File: src/rtl/gda_pkg.sv
// ============================================================================
// gda_pkg
// Shared types and constants for the Gregorian date arithmetic unit: request
// command codes, result error codes, datapath micro-operations and the
// command/status bundles that join the controller to the datapath.
// ============================================================================
`default_nettype none

package gda_pkg;

   // Default width of the signed amount field.
   localparam int AMOUNT_BITS_DEF = 20;

   // Legal span of years.
   localparam int MIN_YEAR = 1753;
   localparam int MAX_YEAR = 9999;

   // Date held after reset.
   localparam int RESET_YEAR  = 1970;
   localparam int RESET_MONTH = 1;
   localparam int RESET_DAY   = 1;

   // Request command codes.
   typedef enum logic [1:0] {
      CMD_LOAD       = 2'd0,
      CMD_ADD_DAYS   = 2'd1,
      CMD_ADD_MONTHS = 2'd2,
      CMD_ADD_YEARS  = 2'd3
   } req_cmd_type;

   // Result error codes.
   typedef enum logic [1:0] {
      ERR_NONE     = 2'd0,
      ERR_BAD_LOAD = 2'd1,
      ERR_RANGE    = 2'd2
   } err_code_type;

   // Datapath micro-operations issued by the controller.
   typedef enum logic [4:0] {
      OP_NONE,
      OP_CAPTURE,
      OP_DIV100,
      OP_LEAP,
      OP_WALK,
      OP_MON_T,
      OP_MON_DIV,
      OP_MON_SET,
      OP_YR_T,
      OP_YR_SET,
      OP_CLAMP,
      OP_ERR_LOAD,
      OP_ERR_RANGE,
      OP_WD_DIV,
      OP_WD_SUM,
      OP_WD_DIV7,
      OP_WD_MOD,
      OP_COMMIT
   } dp_op_type;

   // Command bundle from the controller to the datapath.
   typedef struct packed {
      dp_op_type op;
   } dp_cmd_type;

   // Status bundle from the datapath to the controller.
   typedef struct packed {
      logic load_ok;   // loaded date is a valid calendar date
      logic day_fit;   // remaining days land inside the current month
      logic year_oob;  // working year has left the legal span
      logic mon_oob;   // month total lies outside the legal span
      logic yr_oob;    // year total lies outside the legal span
      logic out_free;  // result register can take a new result
   } dp_status_type;

endpackage

`default_nettype wire

File: src/rtl/gregorian_date_arithmetic_unit.sv
// The day walk steps one month per cycle.
// One request is in flight at a time; the next is taken the cycle after commit.
// Synchronous reset clears the control state and sets the date to 1970-01-01.
// ============================================================================
// gregorian_date_arithmetic_unit
// Holds one Gregorian date and applies load, add-days, add-months and
// add-years requests, returning the new date, its weekday and an error code.
// ============================================================================
`default_nettype none

module gregorian_date_arithmetic_unit #(
   parameter int AMOUNT_BITS = gda_pkg::AMOUNT_BITS_DEF
) (
   input  wire logic                          clock,
   input  wire logic                          reset,
   input  wire logic                          req_valid,
   output logic                               req_ready,
   input  wire logic [1:0]                    req_cmd,
   input  wire logic signed [AMOUNT_BITS-1:0] req_amount,
   input  wire logic [13:0]                   req_load_year,
   input  wire logic [3:0]                    req_load_month,
   input  wire logic [4:0]                    req_load_day,
   output logic                               rsp_valid,
   input  wire logic                          rsp_ready,
   output logic [13:0]                        rsp_year,
   output logic [3:0]                         rsp_month,
   output logic [4:0]                         rsp_day,
   output logic [2:0]                         rsp_weekday,
   output logic [1:0]                         rsp_error
);
   import gda_pkg::*;

   dp_cmd_type    dp_cmd;
   dp_status_type dp_status;

   // Sequencer.
   gda_ctrl u_ctrl (
      .clock     (clock),
      .reset     (reset),
      .req_valid (req_valid),
      .req_ready (req_ready),
      .req_cmd   (req_cmd),
      .dp_status (dp_status),
      .dp_cmd    (dp_cmd)
   );

   // Date registers and arithmetic.
   gda_datapath #(
      .AMOUNT_BITS (AMOUNT_BITS)
   ) u_datapath (
      .clock          (clock),
      .reset          (reset),
      .dp_cmd         (dp_cmd),
      .dp_status      (dp_status),
      .req_cmd        (req_cmd),
      .req_amount     (req_amount),
      .req_load_year  (req_load_year),
      .req_load_month (req_load_month),
      .req_load_day   (req_load_day),
      .rsp_valid      (rsp_valid),
      .rsp_ready      (rsp_ready),
      .rsp_year       (rsp_year),
      .rsp_month      (rsp_month),
      .rsp_day        (rsp_day),
      .rsp_weekday    (rsp_weekday),
      .rsp_error      (rsp_error)
   );

endmodule

`default_nettype wire

File: src/rtl/gda_ctrl.sv
// ============================================================================
// gda_ctrl
// Controller for the date arithmetic unit. Accepts one request at a time and
// steps the datapath through its micro-operations until the result is
// committed to the output register.
// ============================================================================
`default_nettype none

module gda_ctrl (
   input  wire logic                   clock,
   input  wire logic                   reset,
   input  wire logic                   req_valid,
   output logic                        req_ready,
   input  wire logic [1:0]             req_cmd,
   input  wire gda_pkg::dp_status_type dp_status,
   output gda_pkg::dp_cmd_type         dp_cmd
);
   import gda_pkg::*;

   typedef enum logic [16:0] {
      S_IDLE   = 17'd1,
      S_DIV100 = 17'd2,
      S_LEAP   = 17'd4,
      S_LCHECK = 17'd8,
      S_WALK   = 17'd16,
      S_MTERM  = 17'd32,
      S_MDIV   = 17'd64,
      S_MSET   = 17'd128,
      S_YTERM  = 17'd256,
      S_YSET   = 17'd512,
      S_CLAMP  = 17'd1024,
      S_ERR    = 17'd2048,
      S_WDIV   = 17'd4096,
      S_WSUM   = 17'd8192,
      S_WDIV7  = 17'd16384,
      S_WMOD   = 17'd32768,
      S_DONE   = 17'd65536
   } state_type;

   state_type   state_ff, state_in;
   req_cmd_type cmd_ff, cmd_in;

   // A new request is taken only when no other is in flight.
   assign req_ready = (state_ff == S_IDLE);

   // Next state and micro-operation.
   always_comb begin
      state_in    = state_ff;
      cmd_in      = cmd_ff;
      dp_cmd.op   = OP_NONE;
      case (state_ff)
         S_IDLE: begin
            if (req_valid) begin
               dp_cmd.op = OP_CAPTURE;
               cmd_in    = req_cmd_type'(req_cmd);
               case (req_cmd_type'(req_cmd))
                  CMD_LOAD:       state_in = S_DIV100;
                  CMD_ADD_DAYS:   state_in = S_DIV100;
                  CMD_ADD_MONTHS: state_in = S_MTERM;
                  default:        state_in = S_YTERM;
               endcase
            end
         end
         S_DIV100: begin
            dp_cmd.op = OP_DIV100;
            state_in  = S_LEAP;
         end
         S_LEAP: begin
            dp_cmd.op = OP_LEAP;
            case (cmd_ff)
               CMD_LOAD:     state_in = S_LCHECK;
               CMD_ADD_DAYS: state_in = S_WALK;
               default:      state_in = S_CLAMP;
            endcase
         end
         S_LCHECK: begin
            state_in = dp_status.load_ok ? S_WDIV : S_ERR;
         end
         S_WALK: begin
            // One month per cycle until the remaining days fit.
            if (dp_status.year_oob) begin
               state_in = S_ERR;
            end else begin
               dp_cmd.op = OP_WALK;
               if (dp_status.day_fit) begin
                  state_in = S_WDIV;
               end
            end
         end
         S_MTERM: begin
            dp_cmd.op = OP_MON_T;
            state_in  = S_MDIV;
         end
         S_MDIV: begin
            if (dp_status.mon_oob) begin
               state_in = S_ERR;
            end else begin
               dp_cmd.op = OP_MON_DIV;
               state_in  = S_MSET;
            end
         end
         S_MSET: begin
            dp_cmd.op = OP_MON_SET;
            state_in  = S_DIV100;
         end
         S_YTERM: begin
            dp_cmd.op = OP_YR_T;
            state_in  = S_YSET;
         end
         S_YSET: begin
            if (dp_status.yr_oob) begin
               state_in = S_ERR;
            end else begin
               dp_cmd.op = OP_YR_SET;
               state_in  = S_DIV100;
            end
         end
         S_CLAMP: begin
            dp_cmd.op = OP_CLAMP;
            state_in  = S_WDIV;
         end
         S_ERR: begin
            dp_cmd.op = (cmd_ff == CMD_LOAD) ? OP_ERR_LOAD : OP_ERR_RANGE;
            state_in  = S_WDIV;
         end
         S_WDIV: begin
            dp_cmd.op = OP_WD_DIV;
            state_in  = S_WSUM;
         end
         S_WSUM: begin
            dp_cmd.op = OP_WD_SUM;
            state_in  = S_WDIV7;
         end
         S_WDIV7: begin
            dp_cmd.op = OP_WD_DIV7;
            state_in  = S_WMOD;
         end
         S_WMOD: begin
            dp_cmd.op = OP_WD_MOD;
            state_in  = S_DONE;
         end
         S_DONE: begin
            // Wait for the output register to drain before committing.
            if (dp_status.out_free) begin
               dp_cmd.op = OP_COMMIT;
               state_in  = S_IDLE;
            end
         end
         default: begin
            state_in = S_IDLE;
         end
      endcase
   end

   // State registers.
   always_ff @(posedge clock) begin
      if (reset) begin
         state_ff <= S_IDLE;
         cmd_ff   <= CMD_LOAD;
      end else begin
         state_ff <= state_in;
         cmd_ff   <= cmd_in;
      end
   end

endmodule

`default_nettype wire

File: src/rtl/gda_datapath.sv
// ============================================================================
// gda_datapath
// Datapath for the date arithmetic unit: the stored date, a working copy, a
// month-by-month day walker with incremental leap-year tracking, the month
// and year adders, the weekday calculation and the result register.
// ============================================================================
`default_nettype none

module gda_datapath #(
   parameter int AMOUNT_BITS = gda_pkg::AMOUNT_BITS_DEF
) (
   input  wire logic                          clock,
   input  wire logic                          reset,
   input  wire gda_pkg::dp_cmd_type           dp_cmd,
   output gda_pkg::dp_status_type             dp_status,
   input  wire logic [1:0]                    req_cmd,
   input  wire logic signed [AMOUNT_BITS-1:0] req_amount,
   input  wire logic [13:0]                   req_load_year,
   input  wire logic [3:0]                    req_load_month,
   input  wire logic [4:0]                    req_load_day,
   output logic                               rsp_valid,
   input  wire logic                          rsp_ready,
   output logic [13:0]                        rsp_year,
   output logic [3:0]                         rsp_month,
   output logic [4:0]                         rsp_day,
   output logic [2:0]                         rsp_weekday,
   output logic [1:0]                         rsp_error
);
   import gda_pkg::*;

   // Width of the signed month or year total.
   localparam int TW = ((AMOUNT_BITS > 18) ? AMOUNT_BITS : 18) + 1;

   // Days in a month.
   function automatic logic [4:0] month_len(input logic [3:0] m, input logic leap);
      logic [4:0] len;
      case (m)
         4'd4, 4'd6, 4'd9, 4'd11: len = 5'd30;
         4'd2:                    len = leap ? 5'd29 : 5'd28;
         default:                 len = 5'd31;
      endcase
      return len;
   endfunction

   // Month term of the weekday sum, floor(31 * mm / 12) with March as month 1.
   function automatic logic [13:0] month_term(input logic [3:0] m);
      logic [13:0] v;
      case (m)
         4'd1:    v = 14'd28;
         4'd2:    v = 14'd31;
         4'd3:    v = 14'd2;
         4'd4:    v = 14'd5;
         4'd5:    v = 14'd7;
         4'd6:    v = 14'd10;
         4'd7:    v = 14'd12;
         4'd8:    v = 14'd15;
         4'd9:    v = 14'd18;
         4'd10:   v = 14'd20;
         4'd11:   v = 14'd23;
         default: v = 14'd25;
      endcase
      return v;
   endfunction

   // Stored date.
   logic [13:0] cur_year_ff, cur_year_in;
   logic [3:0]  cur_month_ff, cur_month_in;
   logic [4:0]  cur_day_ff, cur_day_in;

   // Working date.
   logic [13:0] w_year_ff, w_year_in;
   logic [3:0]  w_month_ff, w_month_in;
   logic [4:0]  w_day_ff, w_day_in;

   // Amount and day walker.
   logic signed [AMOUNT_BITS-1:0] amt_ff, amt_in;
   logic [AMOUNT_BITS-1:0]        rem_ff, rem_in;
   logic                          neg_ff, neg_in;

   // Month or year total and the quotient by twelve.
   logic signed [TW-1:0] t_ff, t_in;
   logic [13:0]          q12_ff, q12_in;

   // Leap-year tracking of the working year.
   logic [7:0]  q100_ff, q100_in;
   logic [1:0]  ymod4_ff, ymod4_in;
   logic [6:0]  ymod100_ff, ymod100_in;
   logic [1:0]  qmod4_ff, qmod4_in;

   // Weekday calculation.
   logic [13:0] wsum_ff, wsum_in;
   logic [11:0] q7_ff, q7_in;
   logic [2:0]  wd_ff, wd_in;

   // Error code and result register.
   err_code_type err_ff, err_in;
   logic         rsp_valid_ff, rsp_valid_in;
   logic [13:0]  rsp_year_ff, rsp_year_in;
   logic [3:0]   rsp_month_ff, rsp_month_in;
   logic [4:0]   rsp_day_ff, rsp_day_in;
   logic [2:0]   rsp_wd_ff, rsp_wd_in;
   logic [1:0]   rsp_err_ff, rsp_err_in;

   // Combinational helpers.
   logic                   leap;
   logic [4:0]             len_cur;
   logic [4:0]             len_prev;
   logic [3:0]             prev_month;
   logic [4:0]             room;
   logic                   fit_fwd;
   logic                   fit_bwd;
   logic [13:0]            yy;
   logic [13:0]            div_opnd;
   logic [26:0]            prod100;
   logic [30:0]            prod12;
   logic [30:0]            prod7;
   logic [16:0]            t17;
   logic [13:0]            r100;
   logic [AMOUNT_BITS-1:0] amt_mag;
   logic [TW-1:0]          mon_base;

   // Leap flag of the working year from its tracked residues.
   assign leap = (ymod4_ff == 2'd0) && ((ymod100_ff != 7'd0) || (qmod4_ff == 2'd0));

   assign len_cur    = month_len(w_month_ff, leap);
   assign prev_month = (w_month_ff == 4'd1) ? 4'd12 : (w_month_ff - 4'd1);
   assign len_prev   = month_len(prev_month, leap);
   assign room       = len_cur - w_day_ff;
   assign fit_fwd    = (rem_ff <= AMOUNT_BITS'(room));
   assign fit_bwd    = (rem_ff < AMOUNT_BITS'(w_day_ff));

   // Year used by the weekday formula: January and February count to the year before.
   assign yy = (w_month_ff <= 4'd2) ? (w_year_ff - 14'd1) : w_year_ff;

   // Shared divide by one hundred: multiply by 5243 and drop 19 bits.
   assign div_opnd = (dp_cmd.op == OP_WD_DIV) ? yy : w_year_ff;
   assign prod100  = 27'(div_opnd) * 27'd5243;
   assign r100     = w_year_ff - 14'(q100_ff) * 14'd100;

   // Divide by twelve: quarter, then multiply by 43691 and drop 17 bits.
   assign t17    = t_ff[16:0];
   assign prod12 = 31'(t17[16:2]) * 31'd43691;

   // Divide by seven: multiply by 74899 and drop 19 bits.
   assign prod7 = 31'(wsum_ff) * 31'd74899;

   // Magnitude of the amount; the most negative value maps onto the sign bit.
   assign amt_mag = amt_ff[AMOUNT_BITS-1] ? AMOUNT_BITS'(-amt_ff) : AMOUNT_BITS'(amt_ff);

   // Months since year zero of the working date.
   assign mon_base = TW'({w_year_ff, 3'b000}) + TW'({w_year_ff, 2'b00})
                   + TW'(w_month_ff) - TW'(1);

   // Status to the controller.
   always_comb begin
      dp_status.load_ok  = (w_year_ff >= 14'(MIN_YEAR)) && (w_year_ff <= 14'(MAX_YEAR))
                        && (w_month_ff >= 4'd1) && (w_month_ff <= 4'd12)
                        && (w_day_ff >= 5'd1) && (w_day_ff <= len_cur);
      dp_status.day_fit  = neg_ff ? fit_bwd : fit_fwd;
      dp_status.year_oob = (w_year_ff < 14'(MIN_YEAR)) || (w_year_ff > 14'(MAX_YEAR));
      dp_status.mon_oob  = (t_ff < $signed(TW'(MIN_YEAR * 12)))
                        || (t_ff > $signed(TW'(MAX_YEAR * 12 + 11)));
      dp_status.yr_oob   = (t_ff < $signed(TW'(MIN_YEAR)))
                        || (t_ff > $signed(TW'(MAX_YEAR)));
      dp_status.out_free = !rsp_valid_ff || rsp_ready;
   end

   // Next values of every register.
   always_comb begin
      cur_year_in  = cur_year_ff;
      cur_month_in = cur_month_ff;
      cur_day_in   = cur_day_ff;
      w_year_in    = w_year_ff;
      w_month_in   = w_month_ff;
      w_day_in     = w_day_ff;
      amt_in       = amt_ff;
      rem_in       = rem_ff;
      neg_in       = neg_ff;
      t_in         = t_ff;
      q12_in       = q12_ff;
      q100_in      = q100_ff;
      ymod4_in     = ymod4_ff;
      ymod100_in   = ymod100_ff;
      qmod4_in     = qmod4_ff;
      wsum_in      = wsum_ff;
      q7_in        = q7_ff;
      wd_in        = wd_ff;
      err_in       = err_ff;
      rsp_valid_in = rsp_valid_ff && !rsp_ready;
      rsp_year_in  = rsp_year_ff;
      rsp_month_in = rsp_month_ff;
      rsp_day_in   = rsp_day_ff;
      rsp_wd_in    = rsp_wd_ff;
      rsp_err_in   = rsp_err_ff;

      case (dp_cmd.op)
         OP_CAPTURE: begin
            // Take the request: the loaded date or the stored one.
            if (req_cmd_type'(req_cmd) == CMD_LOAD) begin
               w_year_in  = req_load_year;
               w_month_in = req_load_month;
               w_day_in   = req_load_day;
            end else begin
               w_year_in  = cur_year_ff;
               w_month_in = cur_month_ff;
               w_day_in   = cur_day_ff;
            end
            amt_in = req_amount;
            err_in = ERR_NONE;
         end
         OP_DIV100: begin
            q100_in = prod100[26:19];
            // The walker starts from the magnitude of the amount.
            rem_in  = amt_mag;
            neg_in  = amt_ff[AMOUNT_BITS-1];
         end
         OP_LEAP: begin
            ymod4_in   = w_year_ff[1:0];
            ymod100_in = r100[6:0];
            qmod4_in   = q100_ff[1:0];
         end
         OP_WALK: begin
            if (neg_ff ? fit_bwd : fit_fwd) begin
               // Remaining days land inside this month.
               w_day_in = neg_ff ? (w_day_ff - rem_ff[4:0]) : (w_day_ff + rem_ff[4:0]);
               rem_in   = '0;
            end else if (!neg_ff) begin
               // Forward to the first day of the next month.
               rem_in   = rem_ff - AMOUNT_BITS'(room) - AMOUNT_BITS'(1);
               w_day_in = 5'd1;
               if (w_month_ff == 4'd12) begin
                  w_month_in = 4'd1;
                  w_year_in  = w_year_ff + 14'd1;
                  ymod4_in   = ymod4_ff + 2'd1;
                  if (ymod100_ff == 7'd99) begin
                     ymod100_in = 7'd0;
                     qmod4_in   = qmod4_ff + 2'd1;
                  end else begin
                     ymod100_in = ymod100_ff + 7'd1;
                  end
               end else begin
                  w_month_in = w_month_ff + 4'd1;
               end
            end else begin
               // Back to the last day of the previous month.
               rem_in     = rem_ff - AMOUNT_BITS'(w_day_ff);
               w_month_in = prev_month;
               w_day_in   = len_prev;
               if (w_month_ff == 4'd1) begin
                  w_year_in = w_year_ff - 14'd1;
                  ymod4_in  = ymod4_ff - 2'd1;
                  if (ymod100_ff == 7'd0) begin
                     ymod100_in = 7'd99;
                     qmod4_in   = qmod4_ff - 2'd1;
                  end else begin
                     ymod100_in = ymod100_ff - 7'd1;
                  end
               end
            end
         end
         OP_MON_T: begin
            t_in = $signed(mon_base) + TW'(amt_ff);
         end
         OP_MON_DIV: begin
            q12_in = prod12[30:17];
         end
         OP_MON_SET: begin
            w_year_in  = q12_ff;
            w_month_in = 4'(t17 - 17'(q12_ff) * 17'd12) + 4'd1;
         end
         OP_YR_T: begin
            t_in = $signed(TW'(w_year_ff)) + TW'(amt_ff);
         end
         OP_YR_SET: begin
            w_year_in = t_ff[13:0];
         end
         OP_CLAMP: begin
            if (w_day_ff > len_cur) begin
               w_day_in = len_cur;
            end
         end
         OP_ERR_LOAD: begin
            w_year_in  = cur_year_ff;
            w_month_in = cur_month_ff;
            w_day_in   = cur_day_ff;
            err_in     = ERR_BAD_LOAD;
         end
         OP_ERR_RANGE: begin
            w_year_in  = cur_year_ff;
            w_month_in = cur_month_ff;
            w_day_in   = cur_day_ff;
            err_in     = ERR_RANGE;
         end
         OP_WD_DIV: begin
            q100_in = prod100[26:19];
         end
         OP_WD_SUM: begin
            wsum_in = 14'(w_day_ff) + yy + (yy >> 2) - 14'(q100_ff)
                    + 14'(q100_ff >> 2) + month_term(w_month_ff);
         end
         OP_WD_DIV7: begin
            q7_in = prod7[30:19];
         end
         OP_WD_MOD: begin
            wd_in = 3'(wsum_ff - 14'(q7_ff) * 14'd7);
         end
         OP_COMMIT: begin
            cur_year_in  = w_year_ff;
            cur_month_in = w_month_ff;
            cur_day_in   = w_day_ff;
            rsp_valid_in = 1'b1;
            rsp_year_in  = w_year_ff;
            rsp_month_in = w_month_ff;
            rsp_day_in   = w_day_ff;
            rsp_wd_in    = wd_ff;
            rsp_err_in   = err_ff;
         end
         default: begin
         end
      endcase
   end

   // Control state and the stored date.
   always_ff @(posedge clock) begin
      if (reset) begin
         cur_year_ff  <= 14'(RESET_YEAR);
         cur_month_ff <= 4'(RESET_MONTH);
         cur_day_ff   <= 5'(RESET_DAY);
         rsp_valid_ff <= 1'b0;
      end else begin
         cur_year_ff  <= cur_year_in;
         cur_month_ff <= cur_month_in;
         cur_day_ff   <= cur_day_in;
         rsp_valid_ff <= rsp_valid_in;
      end
   end

   // Payload registers.
   always_ff @(posedge clock) begin
      w_year_ff    <= w_year_in;
      w_month_ff   <= w_month_in;
      w_day_ff     <= w_day_in;
      amt_ff       <= amt_in;
      rem_ff       <= rem_in;
      neg_ff       <= neg_in;
      t_ff         <= t_in;
      q12_ff       <= q12_in;
      q100_ff      <= q100_in;
      ymod4_ff     <= ymod4_in;
      ymod100_ff   <= ymod100_in;
      qmod4_ff     <= qmod4_in;
      wsum_ff      <= wsum_in;
      q7_ff        <= q7_in;
      wd_ff        <= wd_in;
      err_ff       <= err_in;
      rsp_year_ff  <= rsp_year_in;
      rsp_month_ff <= rsp_month_in;
      rsp_day_ff   <= rsp_day_in;
      rsp_wd_ff    <= rsp_wd_in;
      rsp_err_ff   <= rsp_err_in;
   end

   assign rsp_valid   = rsp_valid_ff;
   assign rsp_year    = rsp_year_ff;
   assign rsp_month   = rsp_month_ff;
   assign rsp_day     = rsp_day_ff;
   assign rsp_weekday = rsp_wd_ff;
   assign rsp_error   = rsp_err_ff;

endmodule

`default_nettype wire

File: config.mk
export PLATFORM = sky130hd
export DESIGN_NAME = gregorian_date_arithmetic_unit
export DESIGN_NICKNAME = d
export VERILOG_FILES = /design/src/rtl/gda_pkg.sv /design/src/rtl/gregorian_date_arithmetic_unit.sv /design/src/rtl/gda_ctrl.sv /design/src/rtl/gda_datapath.sv
export SDC_FILE = /design/constraint.sdc
export NUM_CORES = 1
export LEC_CHECK = 0
export BUFFER_PORTS_ARGS = -buffer_cell sky130_fd_sc_hd__buf_2
export CAP_MARGIN = 15
export CORE_MARGIN = 2
export CORE_UTILIZATION = 35
export CTS_BUF_LIST = sky130_fd_sc_hd__clkbuf_8
export DETAILED_ROUTE_END_ITERATION = 16
export SKIP_CTS_REPAIR_TIMING = 1
export SLEW_MARGIN = 15
export SYNTH_ARGS = -nofsm -noshare
export SYNTH_HDL_FRONTEND = slang
export SYNTH_SLANG_ARGS = --single-unit
File: constraint.sdc
create_clock -name clock -period 10 [get_ports clock]
set_input_delay 1 -clock clock [delete_from_list [all_inputs] [get_ports clock]]
set_output_delay 1 -clock clock [all_outputs]
set_load 0.05 [all_outputs]
==> summary by stage <==
Clock network
The tree is rooted in a sky130_fd_sc_hd__clkbuf_8. The number of levels the H-tree was split into is 2. After clock tree synthesis, the clock-pin slew on the worst setup and hold paths is 60 ps. The later pin in the worst-skew pair is clocked with a latency of between 600 and 700 ps. TritonCTS built the clock tree. The longest clock path from root to sink contains 3 buffers. In this run, CTS created clock tree buffers numbering 42. The clock net sink count is 216.

Global route
The largest net degree at the start of global routing is slightly below 50. The residual overflow from global routing is 0. The first-pass GRT wire length is 110000 um. The number of global-route vias before repair is 19738. The number of antenna violations at the first check in global routing is 1. For this run, the total global-route usage over all layers was measured as 18.6%.

Synthesis
sky130_fd_sc_hd__ha_1 is the most common cell in the netlist. For this run, the leading register cell type out of synthesis is sky130_fd_sc_hd__edfxtp_1. Of all flip-flops after synthesis, the portion carrying an async set or reset was 0%.

The sequential element share of the synthesized area is 23.3%. The number of nets handed over by synthesis was 3409. The mapped netlist covers 25700 um2.

After synthesis, the cell types taking the most area are sky130_fd_sc_hd__ha_1, sky130_fd_sc_hd__edfxtp_1, sky130_fd_sc_hd__fa_1, sky130_fd_sc_hd__inv_1, sky130_fd_sc_hd__xnor2_1. The area fraction of the dominant cell type after synthesis is about 23%. In this run, synthesis inferred 168 flip-flops with an integrated enable.

In the synthesized netlist, the cells that appear most often are sky130_fd_sc_hd__ha_1, sky130_fd_sc_hd__inv_1, sky130_fd_sc_hd__fa_1. The library cell occupying the most area in the post-synthesis netlist is sky130_fd_sc_hd__ha_1. Synthesis instantiated 89 different standard cells from the library. Yosys printed 0 warnings. The synthesized area per cell is ~9.5 um2. The synthesized netlist cell count is 2709. The number of synthesized register bits is 216.

Setup path
The most common cell type on the critical path is sky130_fd_sc_hd__inv_1. The worst register-to-register path begins at u_datapath.w_year_ff[0]. The kind of end point of the critical path is a flip-flop. The worst setup path is of the flip-flop to flip-flop kind. In this run the register-to-register setup slack is 1880 ps. The slowest stage of the critical path belongs to the cell sky130_fd_sc_hd__edfxtp_1.

The endpoint required time on the critical path is 10340 ps. The beginning of the critical path is u_datapath.w_year_ff[0]. For the worst flop-to-flop path, the logic depth is 28.

In this run the worst path has a maximum fanout of 17. The terminus of the critical flop-to-flop path is u_datapath.q100_ff[7]. For this run, the slowest stage of the critical path takes around 700 ps. The worst endpoint data arrival time is 8460 ps. The sort of element at the start of the critical path is a flip-flop. The last element of the critical path is u_datapath.q100_ff[7].

STA
After layout, the minimum clock period comes to just over 8000 ps. Dividing the final minimum period by the clock period gives between 80% and 90%. The worst-case hold slack is 419 ps. The relative max-transition margin is 24.1%.

Between clock sinks in the finished design, the worst skew comes to 34.3 ps. The number of hold-slack violations in the final timing report is 0. For the final routed database, the setup TNS stands at 0 ps. Setup violations remaining at the end of the flow were counted as 0.

For the pin with the worst max-slew slack, the measured transition is 1130 ps. The achievable clock frequency is 123 MHz. The count of final max-slew check failures was 0. The final worst-path setup slack is 1880 ps.

Setup repair after global routing left no endpoint under its margin.

Layout
The utilization of the core after routing is approximately two fifths. In the final layout, the share of cells above drive strength 1 is 6.96%. Compared with the post-synthesis result, the final layout area differs by 9.28%. The cell area after layout is 28100 um2. In the final design database the tool counted 3483 nets. The non-filler instance count after layout is roughly 3800.

Floorplan
The width of the die is 275 um. The full die area is 75700 um2. For this configuration, the core starts out at a cell density of 35.3%. The number of top-level design ports is 79. The die is 275 um tall. The placeable core area is approximately 73000 um2. After floorplanning, the core was divided into 99 placement rows.

Place
Including well taps, the total number of placed cells is 3698. The placement-stage worst setup slack is 2010 ps. The count of buffers from port buffering is 78. At the end of routability-driven placement, the weighted congestion stood at 0.931. The detailed placement HPWL is 55600 um. Once placement finished, the instance area stood at around 27000 um2.

Routing
The remaining routing DRC violations is 0. The average wire per cell in the routed design is 18.2 um. For this block, the initial DRC count from the detailed router was 1374. Dividing the detail-routed via count by the number of cells gives just over 5.

The iteration count of the initial detailed-routing pass is 7. The count of antenna-violating nets left after detailed routing is 0. The routed wire length is ~69000 um. The total via count in the routed design is 19584.

Power
The switching share of power is 47.7%. The leakage component of the power is 13.0 nW. The clock power share is 10.8%. The cell-internal power is 4.75 mW.

Dividing total power by cell area gives a power density of between 300 and 400 nW/um2. The completed layout was analyzed and its total power is around 9 mW. The reported net switching power is about 4.3 mW.

Combinational cells account for between 70% and 80% of the total power. Per report_power, the sequential group accounts for 16.0% of the total. Across the VDD grid, the largest voltage drop is 0.300 mV.

Run
The number of maximum-capacitance violations is 0.

Worst hold path
The start point of the worst min-delay path is u_datapath.wd_ff[2]. The path category of the worst min-delay check is flip-flop to flip-flop.

Run status
The flow ran to the end, and the final reports show no timing, DRC or antenna violations.
==> layout by cell type, fill, tap and decap left out, types with 17 or more instances in the layout <==
cell                       netlist  routed
sky130_fd_sc_hd__a21oi_1       130     130
sky130_fd_sc_hd__a211oi_1       21      21
sky130_fd_sc_hd__xnor2_1       151     151
sky130_fd_sc_hd__a31oi_1        19      19
sky130_fd_sc_hd__nand2_1       169     169
sky130_fd_sc_hd__o22ai_1        24      24
sky130_fd_sc_hd__nor3_1         47      46
sky130_fd_sc_hd__o21bai_1       17      17
sky130_fd_sc_hd__nand3_1        58      58
sky130_fd_sc_hd__clkbuf_8        0      49
sky130_fd_sc_hd__inv_1         446     461
sky130_fd_sc_hd__edfxtp_1      168     168
sky130_fd_sc_hd__xor2_1         51      51
sky130_fd_sc_hd__nor2_1        148     146
sky130_fd_sc_hd__nor2b_1        28      27
sky130_fd_sc_hd__and3_1         18      18
sky130_fd_sc_hd__o21ai_0       122     122
sky130_fd_sc_hd__a21o_1         30      30
sky130_fd_sc_hd__dfxtp_1        48      48
sky130_fd_sc_hd__ha_1          466     466
sky130_fd_sc_hd__nand4_1        27      27
sky130_fd_sc_hd__fa_1          185     185
sky130_fd_sc_hd__buf_2           6      78
==> worst max-delay path: cells and delay by family, from the launching register on <==
kind	cells	cell delay, ps
AOI/OAI and AO/OA	5	1450
and+or+nand+nor	8	1620
buffers and inverters	6	680
xor gates and xnor gates	2	440
DFF	1	700
adders and majority gates	7	2930
==> kinds of logic (layout without fill, tap and decap cells) <==
group	after synthesis	count (layout)	synth area share (%)
adders and majority gates	651	651	37.0
and+or+nand+nor	601	601	11.5
buffers and inverters	511	619	7.51
AOI/OAI and AO/OA	506	506	12.7
DFF	216	216	23.3
xor gates and xnor gates	205	205	7.09
muxes	19	19	0.836
other	0	1	0
==> metal layers <==
metal  up-vias  GRT usage (%)  wire, um
met4         0           5.80      2010
met5         -              0         0
met1      9501           25.2     31500
met3       100           2.41      3770
li1       9480              -         -
met2       503           30.8     31300
==> cell type report <==
class                   instances  area, um2
diodes                          1       2.50
clock buffers                  49        674
clock inverters                29        234
fillers                      7358      44700
inverters                     447       1680
multi-input cells            1982      17800
flip-flops and latches        216       6010
well taps                     959       1200
repair buffers                 94        510
==> worst min path at each step <==
stage | to | cells after the start
3_5_place_dp | u_datapath.rsp_weekday[1] | 0
5_1_grt | u_datapath.rsp_weekday[2] | 0
3_3_place_gp | u_datapath.rsp_weekday[2] | 0
2_1_floorplan | u_datapath.rsp_error[0] | 0
6_report | u_datapath.rsp_weekday[2] | 0
4_1_cts | u_datapath.rsp_weekday[2] | 0
==> sequential cells by signal, indices dropped and copies added, names as in the netlist, 5 cells and up, named ones only <==
register / flops
u_datapath.rsp_day: 5
u_datapath.t_ff: 21
u_datapath.ymod100_ff: 7
u_ctrl.state_ff: 17
u_datapath.rsp_year: 14
u_datapath.cur_day_ff: 5
u_datapath.w_year_ff: 14
u_datapath.cur_year_ff: 14
u_datapath.rem_ff: 20
u_datapath.q100_ff: 8
u_datapath.q12_ff: 14
u_datapath.wsum_ff: 14
u_datapath.amt_ff: 20
u_datapath.w_day_ff: 5
==> power by group through the flow <==
stage / Sequential (mW) / Clock [mW] / Combinational (mW)
after floorplan: 1.41 / 0 / 5.11
after global placement: 1.47 / 0 / 6.58
after detailed placement: 1.47 / 0 / 6.62
after CTS: 1.46 / 0.999 / 6.71
after global routing: 1.46 / 1.04 / 7.75
final: 1.46 / 0.979 / 6.66
(Power assumes the default switching activity.)
